`src/rtl/core/bbf_pkg.sv`:
```
`timescale 1ns / 1ps
`default_nettype none
// ----------------------------------------------------------------------------
// bbf_pkg
// Shared widths, register codes and control/status types of the box blur.
// ----------------------------------------------------------------------------
package bbf_pkg;

	// Fixed field widths
	localparam int BYTE_W   = 8;
	localparam int KW       = 4;   // kernel_size register
	localparam int MW       = 3;   // window margin (K-1)/2
	localparam int ROW_W    = 13;  // row_count register and row counters
	localparam int CFG_W    = 13;  // widest register
	localparam int CFG_IW   = 2;   // register index
	localparam int SUM_W    = 16;  // window sum, up to 225 * 255
	localparam int DIV_W    = 8;   // divisor K*K, up to 225
	localparam int STEP_W   = 4;   // divider step count
	localparam int MAX_ROWS = 4096;

	// Parameter defaults
	localparam int DEF_MAX_KERNEL     = 15;
	localparam int DEF_MAX_LINE_BYTES = 4096;

	// Register indexes
	localparam logic [CFG_IW-1:0] REG_KERNEL = 2'd0;
	localparam logic [CFG_IW-1:0] REG_LINE   = 2'd1;
	localparam logic [CFG_IW-1:0] REG_ROWS   = 2'd2;

	// Register reset values
	localparam logic [KW-1:0]    RST_KERNEL = 4'd3;
	localparam logic [CFG_W-1:0] RST_LINE   = 13'd1920;
	localparam logic [ROW_W-1:0] RST_ROWS   = 13'd480;

	// Commands from controller to datapath
	typedef struct packed {
		logic accept;    // input transfer this cycle
		logic win_load;  // set up window walk
		logic rd;        // issue one history read
		logic div_load;  // load divider
		logic div_step;  // one quotient bit
		logic put;       // load output register
	} bbf_cmd_t;

	// Status from datapath to controller
	typedef struct packed {
		logic emit;      // current input item causes a result
		logic rd_last;   // this read is the last of the window
		logic div_last;  // this step is the last quotient bit
		logic out_free;  // output register can take a result
	} bbf_sts_t;

endpackage
`default_nettype wire

```
`src/rtl/core/bbf_ctrl.sv`:
```
`timescale 1ns / 1ps
`default_nettype none
// ----------------------------------------------------------------------------
// bbf_ctrl
// Sequencer: takes an item, walks the window, runs the divider, hands over.
// ----------------------------------------------------------------------------
module bbf_ctrl (
	input  wire logic              clk,
	input  wire logic              arst_n,
	input  wire logic              in_valid,
	output logic                   in_stall,
	input  wire bbf_pkg::bbf_sts_t sts,
	output bbf_pkg::bbf_cmd_t      cmd
);
	import bbf_pkg::*;

	localparam logic [2:0] S_IDLE  = 3'd0;
	localparam logic [2:0] S_RD    = 3'd1;
	localparam logic [2:0] S_DRAIN = 3'd2;
	localparam logic [2:0] S_DLOAD = 3'd3;
	localparam logic [2:0] S_DIV   = 3'd4;
	localparam logic [2:0] S_PUT   = 3'd5;

	logic [2:0] state_q;
	logic [2:0] state_d;

	assign in_stall = (state_q != S_IDLE);

	// Next state and commands
	always_comb begin
		state_d = state_q;
		cmd     = '0;
		unique case (state_q)
			S_IDLE: begin
				cmd.accept = in_valid;
				if (in_valid && sts.emit) begin
					cmd.win_load = 1'b1;
					state_d      = S_RD;
				end
			end
			S_RD: begin
				cmd.rd = 1'b1;
				if (sts.rd_last) begin
					state_d = S_DRAIN;
				end
			end
			S_DRAIN: begin
				state_d = S_DLOAD;
			end
			S_DLOAD: begin
				cmd.div_load = 1'b1;
				state_d      = S_DIV;
			end
			S_DIV: begin
				cmd.div_step = 1'b1;
				if (sts.div_last) begin
					state_d = S_PUT;
				end
			end
			S_PUT: begin
				if (sts.out_free) begin
					cmd.put = 1'b1;
					state_d = S_IDLE;
				end
			end
			default: begin
				state_d = S_IDLE;
			end
		endcase
	end

	// State register
	always_ff @(posedge clk or negedge arst_n) begin
		if (!arst_n) begin
			state_q <= S_IDLE;
		end else begin
			state_q <= state_d;
		end
	end

endmodule
`default_nettype wire

```
`config.mk`:
```
export PLATFORM = sky130hd
export DESIGN_NAME = bbf_ctrl
export DESIGN_NICKNAME = d
export VERILOG_FILES = /design/src/rtl/core/bbf_pkg.sv /design/src/rtl/core/bbf_ctrl.sv
export SDC_FILE = /design/constraint.sdc
export NUM_CORES = 1
export LEC_CHECK = 0
export BUFFER_PORTS_ARGS = -buffer_cell sky130_fd_sc_hd__buf_2
export CORE_AREA = 4 4 41 43
export CTS_CLUSTER_DIAMETER = 50
export DETAILED_ROUTE_END_ITERATION = 6
export DIE_AREA = 0 0 45 47
export GPL_TIMING_DRIVEN = 0
export SETUP_SLACK_MARGIN = 0.5
export SLEW_MARGIN = 20
export SYNTH_ARGS = -nofsm -noshare
export SYNTH_HDL_FRONTEND = slang
export SYNTH_SLANG_ARGS = --single-unit
```
`constraint.sdc`:
```
create_clock -name clk -period 1 [get_ports clk]
set_input_delay 0.2 -clock clk [delete_from_list [all_inputs] [get_ports clk]]
set_output_delay 0.2 -clock clk [all_outputs]
set_load 0.05 [all_outputs]
```
==> impl_metrics.ini, run 1 <==
[min_path]
hp-class = in2reg

[floorplanning]
ios = 14
num_rows = 13
die_h_um = 47
die_x_um = 45
dieArea_um2 = 2115
core_area_um2 = 1301
start_util_pct = 17.88

[timing]
setup_ws_ns = -0.4992
setup_viol = 10
hold_violations = 0
fmax_ghz = 0.6670
post-route-period-util_pct = 149.9
rsz0062_at_grt = true
worstMarginPinSlew_ns = 0.2481
slew_headroom_pct = 83.57
fin_worst_skew_ns = 0.001283
worst_hold_slack_ns = 0.2541
finalMaxSlewViolations = 0
fin_tns_setup_ns = -3.719
min_period_ns = 1.499

[critical_path]
path_class = reg2out
cp_data_arrival_time_ns = 1.30
crit_required_ns = 0.80
critical-path-max-stage-delay_ns = 0.41
crit_slowest_cell = dfrtp_2
path_max_fanout = 4
crit_chain = buf_4 -> buf_6 -> nand2b_4 -> nor2_4 -> buf_8
worstSetupStartpointType = flip-flop
end_kind = primary output
crit_buf_inv = 3
path_delay_family = flip-flops

[drt]
ant_nets = 0
num_vias = 317
avgViaCountPerCell = 4.465
first_pass_iters = 4
postRouteWirelength_um = 843
route.detailed.wl_per_inst_um = 11.87
dr.first_iter.drc_count = 4
drc = 0

[finish]
reg_top3 = state_q x3
regMostFlops = state_q
diodes = 0
fin_nets = 64
postLayoutCellArea_um2 = 568.0
area_growth_pct = 144.1
drive_gt1_share_pct = 71.43
largest_reg_flops = 3

[run_status]
violations = negative setup slack
status = complete, but fails checks

[place]
numPortBuffers = 13
place_hpwl_um = 509.7
dpl_cell_area_um2 = 357.8
place.gp.congestion = 0.6520

[flow_run]
maxCapViolCount = 0

[power]
p_int_mw = 0.9923
clockPowerShare_pct = 11.2
ir_drop_uv = 1554
seqPwrFrac_pct = 11.6
swShare_pct = 46.51
p_leak_nw = 0.2623
power_density_nw_per_um2 = 3266
netSwitchingPower_mw = 0.8627
combPwrFrac_pct = 77.2
design_power_total_mw = 1.855

[global_route]
antenna_found_initial = 0
grt_pass1_wl_mm = 1.380
grt_pass1_vias = 340
grt_max_degree = 7
grt.total_usage_pct = 9.335
grt_overflow_total = 0

[clocking]
cts_tree = yes
cts.clk_slew.worst_paths_ns = 0.03
insertion_delay_ns = 0.23
clock-sinks = 3
h-tree-depth = 1
cts_made_buffers = 3
clock-root-buffer = clkbuf_4
clockBufferDepth = 2

[logic_synthesis]
avgSynthCellArea_um2 = 8.025
synthesis.nets = 36
synth_cells = 29
yosysUniqueCellTypes = 16
ys_seq_area_share_pct = 32.26
yosys_warnings = 0
syn_area_um2 = 232.7
ys_ff_latch = 3
-- cells in the mapped netlist (all sizes together) --
library cell | count | area [um^2]
dfrtp | 3 | 75.07
o221ai | 1 | 8.760
nand2 | 3 | 11.26
nand3b | 1 | 7.510
nor2 | 6 | 27.52
nor3b | 1 | 7.510
buf | 1 | 11.26
nand2b | 2 | 12.51
mux2i | 1 | 10.01
and4b | 1 | 10.01
inv | 2 | 7.510
or3 | 2 | 17.52
or2 | 1 | 6.260
a21oi | 4 | 20.02
-- final cells by class --
class | instances | area [um^2]
plain buffers | 1 | 15.01
clock buffers | 4 | 26.28
fillers | 152 | 733.2
inverters | 2 | 7.507
multi-input cells | 23 | 212.7
flip-flops and latches | 3 | 77.57
well taps | 15 | 18.77
repair buffers | 23 | 210.2
-- cell usage in the layout, fill, tap and decap left out, types with 2 or more instances in the layout --
master | netlist | final
nor2_4 | 0 | 5
nand2_1 | 3 | 2
buf_6 | 1 | 8
buf_2 | 0 | 7
dfrtp_2 | 0 | 2
buf_8 | 0 | 4
inv_1 | 2 | 2
or3_4 | 1 | 2
clkbuf_4 | 0 | 3
buf_4 | 0 | 4
a21oi_1 | 4 | 3
-- cells by family (layout without fill, tap and decap cells) --
logic type      count (synthesis)  after routing  share of synthesized area [%]
mux                             1              1                          4.301
buf+inv                         3             30                          8.065
compound gates                  5              5                          12.37
simple gates                   17             17                          43.01
flops                           3              3                          32.26
-- final timing paths --
check	endpoint	depth (start not counted)	start	slack, ns
max	cmd[1]	5	state_q[1]	-0.50
min	state_q[1]	3	sts[2]	0.25
max reg2reg	state_q[0]	5	state_q[0]	-0.25
min reg2reg	state_q[1]	2	state_q[2]	0.58
max in group asynchronous	state_q[1]	2	arst_n	0.58
min in group asynchronous	state_q[0]	2	arst_n	0.30
-- per-layer routing --
| metal | routed length (um) | global-route usage, % |
|---|---|---|
| met1 | 333 | 10.27 |
| met2 | 433 | 15.82 |
| met3 | 76 | 3.065 |
| met4 | 0 | 5.263 |
| met5 | 0 | 0 |
-- tightest hold or removal path, delay by kind of cell --
kind / cells / cell delay, ns
AOI/OAI and AO/OA: 1 / 0.06
buffers and inverters: 1 / 0.11
and+or+nand+nor: 1 / 0.07
-- power by group through the flow --
stage / combinational [mW] / clock [mW] / sequential, mW
2_1_floorplan: 0.723 / 0 / 0.236
3_3_place_gp: 0.846 / 0 / 0.254
3_5_place_dp: 0.862 / 0 / 0.257
4_1_cts: 1.25 / 0.215 / 0.221
5_1_grt: 1.51 / 0.222 / 0.221
6_report: 1.43 / 0.208 / 0.215
-- repair_timing --
action,4_1_cts,5_1_grt
gates cloned,0,0
hold endpoints to repair,3,0
gates resized for setup,21,8
setup endpoints to repair,10,10
hold buffers,1,0
pin swaps,2,1
setup buffers,7,2
-- stage by stage --
stage	worst slack [ns]	std cells	util, %
after CTS	-0.5160	69	39.71
after global routing	-0.5493	71	43.65
final	-0.4992	71	43.65
after floorplan	-0.4140	29	-
after global placement	-0.4099	57	27.50
after detailed placement	-0.4218	57	27.50
Note: power is estimated with default switching activity, not from simulation.
==> run 2: changes to the inputs <==
--- a/config.mk
+++ b/config.mk
@@ -11,6 +11,7 @@
 export DETAILED_ROUTE_END_ITERATION = 6
 export DIE_AREA = 0 0 45 47
 export GPL_TIMING_DRIVEN = 0
+export REMOVE_ABC_BUFFERS = 1
 export SETUP_SLACK_MARGIN = 0.5
 export SLEW_MARGIN = 20
 export SYNTH_ARGS = -nofsm -noshare
==> run 2 against run 1 <==
  * The flow still finishes with violations (negative setup slack)
  * Final cell count decreased by 1.4%
  * Sequential share of layout area increased by 1.0 points
  * Power decreased by 4.7%
  * Critical path depth decreased by 2
  * Clock skew increased by 0.0027 ns
  * Combinational power decreased by 8%
  * Worst hold slack got worse by 0.0015 ns
  * Count of clock-buffer cells in the layout unchanged
  * Clock power increased by 3%
  * Sequential power increased by 9.3%
  * Final area decreased by 5.5%
  * Sequential cell count unchanged
  * Largest cell class unchanged
==> impl_metrics.ini, run 2 (synthesis results as in run 1) <==
[drt]
drc = 0
m1WireLength_um = 326
postRouteWirelength_um = 789
ant_nets = 0
num_vias = 280
top_layer = met3
wl_met3_um = 35
dr.first_iter.drc_count = 2
first_pass_iters = 2
route.detailed.wl_per_inst_um = 11.27
wl_met2_um = 426
avgViaCountPerCell = 4.000

[critical_path]
crit_chain = or3_4 -> nor2_4 -> buf_6
crit_required_ns = 0.80
path_delay_family = simple AND/OR/NAND/NOR gates
crit_buf_inv = 1
r2r_start = state_q[0]
path_class = reg2out
cp_data_arrival_time_ns = 1.32
path_max_fanout = 3
crit_slowest_cell = or3_4
worstSetupStartpoint = state_q[0]
end_kind = primary output
worstSetupStartpointType = flip-flop
critical-path-max-stage-delay_ns = 0.43

[timing]
fmax_ghz = 0.6564
setup_viol = 10
hold_violations = 0
fin_worst_skew_ns = 0.003991
setup_ws_ns = -0.5234
min_period_ns = 1.523
finalMaxSlewViolations = 0
worstMarginPinSlew_ns = 0.2491
worst_hold_slack_ns = 0.2526
post-route-period-util_pct = 152.3
rsz0062_at_grt = true
slew_headroom_pct = 83.51

[place]
numPortBuffers = 13
dp_slack_ns = -0.4193
place_hpwl_um = 401.8
dpl_cell_area_um2 = 305.3
place.gp.congestion = 0.6950

[global_route]
grt_max_degree = 9
antenna_found_initial = 0
grt_overflow_total = 0
grt_pass1_wl_mm = 1.062
grt.total_usage_pct = 7.199
grt_pass1_vias = 271

[power]
power_density_nw_per_um2 = 3294
p_leak_nw = 0.2508
ir_drop_uv = 848.1
design_power_total_mw = 1.768

[floorplanning]
die_x_um = 45
dieArea_um2 = 2115
core_area_um2 = 1301
die_h_um = 47
ios = 14
num_rows = 13
start_util_pct = 17.88

[clocking]
cts.clk_slew.worst_paths_ns = 0.04
h-tree-depth = 1
clockBufferDepth = 2
cts_made_buffers = 3
insertion_delay_ns = 0.23
clock-sinks = 3
clock-root-buffer = clkbuf_4
cts_tree = yes

[finish]
final_cell_mix = buf_6, buf_2, nor2_4
fin_nets = 63
final_common_cell = buf_6
reg_top3 = state_q x3
postLayoutCellArea_um2 = 536.8
largest_reg_flops = 3
regMostFlops = state_q
drive_gt1_share_pct = 69.09
area_growth_pct = 130.6
diodes = 0
final_util_pct = 41.25
n_fill_cell = 144

[min_path]
hp-class = in2reg
worstHoldStart = sts[2]

[flow_run]
maxCapViolCount = 0

[run_status]
violations = negative setup slack
status = complete, but fails checks
-- run 2: changes by cell type in the layout (fill, tap and decap cells not counted) --
cell / change
buf_4: -1
or3_1: +1
o221ai_2: -1
buf_6: +2
nor3b_4: -1
dfrtp_2: +1
or3_4: -1
buf_8: -2
o221ai_1: +1
dfrtp_1: -1
nor3b_2: +1
-- run 2: per-layer routing --
| metal | vias to the layer above | GRT usage, % |
|---|---|---|
| met5 | - | 0 |
| met4 | 0 | 7.018 |
| met3 | 0 | 1.916 |
| met2 | 6 | 12.15 |
| met1 | 123 | 7.078 |
| li1 | 151 | - |
-- run 2: final timing paths --
path                              endpoint  slack (ns)  cells after the start
worst min-delay path            state_q[1]        0.25                      3
max in group asynchronous       state_q[2]        0.58                      2
worst max register to register  state_q[0]       -0.36                      6
worst max-delay path                cmd[5]       -0.52                      3
min in group asynchronous       state_q[0]        0.30                      2
worst min register to register  state_q[1]        0.59                      2
-- run 2: what timing repair did --
item,4_1_cts,5_1_grt
buffers inserted,4,5
gates resized for setup,24,12
pin swaps,5,3
setup endpoints to repair,10,10
hold endpoints to repair,3,0
hold buffers,1,0
-- run 2: layout make-up --
| cell class | count | area [um^2] | area share [%] |
|---|---|---|---|
| Sequential cell | 3 | 78.83 | 14.69 |
| Tap cell | 15 | 18.77 | 3.497 |
| Multi-Input combinational cell | 23 | 195.2 | 36.36 |
| Inverter | 2 | 7.507 | 1.399 |
| Clock buffer | 4 | 26.28 | 4.895 |
| Timing Repair Buffer | 23 | 210.2 | 39.16 |
-- run 2: tightest hold or removal path: stages --
cell,delay (ns)
buf_2,0.10
nand3b_1,0.08
a21oi_1,0.06
-- run 2: where the power goes --
part	switching, mW	leakage [nW]	internal [mW]
Combinational	0.718	0.201	0.601
Clock	0.0648	0.0150	0.150
Sequential	0.0553	0.0345	0.180
-- run 2: per-stage QoR --
stage                     instances  TNS (ns)
after CTS                        65    -3.085
after floorplan                  28    -3.989
after global routing             70    -4.308
final                            70    -3.859
after global placement           56    -2.130
after detailed placement         56    -2.083
==> run 3: changes to the inputs <==
==> constraint.sdc (replaced) <==
create_clock -name clk -period 1.9 [get_ports clk]
set_input_delay 0.38 -clock clk [delete_from_list [all_inputs] [get_ports clk]]
set_output_delay 0.38 -clock clk [all_outputs]
set_load 0.05 [all_outputs]
==> run 3 against run 2 <==
  * The run now ends clean
  * Wire length shrank 1.9%
  * Global-route usage unchanged
  * Setup slack better by 0.71 ns
  * Critical path depth stayed put
  * Largest power group unchanged
  * Core utilization fell by 3.5 points
  * Highest routed layer unchanged
  * Register-to-register slack improved by 1.0 ns
  * Worst hold slack better by 0.17 ns
  * Combinational power down 53%
  * Critical path type unchanged
  * Clock skew down 0.0024 ns
  * Die area is the same
  * Largest cell class is now multi-input gates
  * Final cell count shrank 4.3%
  * Count of clock-buffer cells in the layout did not move
==> impl_metrics.ini, run 3 (synthesis results as in run 1) <==
[drt]
avgViaCountPerCell = 4.134
route.detailed.wl_per_inst_um = 11.55
dr.first_iter.drc_count = 0
first_pass_iters = 1
drc = 0
num_vias = 277
postRouteWirelength_um = 774
ant_nets = 0

[global_route]
grt_max_degree = 9
antenna_found_initial = 0
grt_overflow_total = 0
grt_pass1_vias = 276
grt_pass1_wl_mm = 1.062
grt.total_usage_pct = 7.199

[timing]
fin_worst_skew_ns = 0.001590
fmax_ghz = 0.5836
worstMarginPinSlew_ns = 0.2490
min_period_ns = 1.714
finalMaxSlewViolations = 0
post-route-period-util_pct = 90.19
hold_violations = 0
slew_headroom_pct = 83.51
fin_tns_setup_ns = 0
setup_viol = 0
rsz0062_at_grt = true

[critical_path]
cp_data_arrival_time_ns = 1.33
end_kind = primary output
worstSetupStartpointType = flip-flop
path_class = reg2out
crit_required_ns = 1.52
path_max_fanout = 3

[run_status]
status = finished clean

[floorplanning]
die_h_um = 47
start_util_pct = 17.88
ios = 14
core_area_um2 = 1301
dieArea_um2 = 2115
num_rows = 13
die_x_um = 45

[clocking]
clockBufferDepth = 2
cts_made_buffers = 3
clock-root-buffer = clkbuf_4
clock-sinks = 3
h-tree-depth = 1
cts.clk_slew.worst_paths_ns = 0.04
cts_tree = yes
insertion_delay_ns = 0.23

[finish]
regMostFlops = state_q
area_growth_pct = 111.3
fin_nets = 60
reg_top3 = state_q x3
diodes = 0
final_cell_mix = buf_2, buf_6, nor2_4, a21oi_1, buf_4
drive_gt1_share_pct = 65.38
largest_reg_flops = 3
fin_cells = 67

[power]
power_density_nw_per_um2 = 1728
design_power_total_mw = 0.8498
ir_drop_uv = 466.8
p_leak_nw = 0.2291

[min_path]
hp-class = in2reg

[place]
numPortBuffers = 13
place.gp.congestion = 0.6950
placed_cells = 56
place_hpwl_um = 401.8

[flow_run]
maxCapViolCount = 0
-- run 3: area by class of cell --
| type | count | area (um^2) |
|---|---|---|
| fillers | 144 | 809.5 |
| well taps | 15 | 18.77 |
| inverters | 2 | 7.507 |
| flip-flops and latches | 3 | 78.83 |
| multi-input cells | 23 | 191.4 |
| clock buffers | 4 | 26.28 |
| repair buffers | 20 | 168.9 |
-- run 3: power breakdown --
| part | internal [mW] | switching (mW) | total [mW] |
|---|---|---|---|
| Combinational | 0.256 | 0.361 | 0.617 |
| Sequential | 0.0944 | 0.0288 | 0.123 |
| Clock | 0.0786 | 0.0314 | 0.110 |
-- run 3: final timing paths --
path / start / slack, ns / end / cells after the start
max in group asynchronous: arst_n / 1.30 / state_q[1] / 2
min: sts[2] / 0.42 / state_q[1] / 3
min in group asynchronous: arst_n / 0.48 / state_q[2] / 2
max reg2reg: state_q[0] / 0.66 / state_q[0] / 5
max: state_q[2] / 0.19 / cmd[5] / 3
min reg2reg: state_q[1] / 0.61 / state_q[0] / 1
-- run 3: timing repair --
item	4_1_cts	5_1_grt
gates cloned	0	0
pin swaps	4	1
endpoints found under the setup margin	7	7
hold endpoints to repair	3	0
hold buffers	1	0
setup buffers	4	2
resized for setup	21	9
-- run 3: metal layers --
metal / wire length [um] / up-vias / global-route usage [%]
met5: 0 / - / 0
met4: 0 / 0 / 7.018
met3: 35 / 0 / 1.916
met2: 423 / 6 / 12.15
met1: 315 / 127 / 7.078
li1: - / 144 / -
-- run 3: critical path, cell delays in order (launching register included) --
cell and delay, ns:
dfrtp_2 0.40, or3_4 0.43, nor2_4 0.11, buf_6 0.16
-- run 3: through the flow --
| step | hold WS, ns | area (um^2) | setup WS, ns | utilization, % |
|---|---|---|---|---|
| 2_1_floorplan | 0.08441 | 221.5 | -0.1470 | - |
| 3_5_place_dp | 0.1755 | 305.3 | 0.3007 | 23.46 |
| 6_report | 0.4247 | 491.7 | 0.1864 | 37.79 |
| 3_3_place_gp | 0.1762 | 305.3 | 0.2988 | 23.46 |
| 5_1_grt | 0.4210 | 491.7 | 0.1354 | 37.79 |
| 4_1_cts | 0.4205 | 440.4 | 0.2160 | 33.85 |
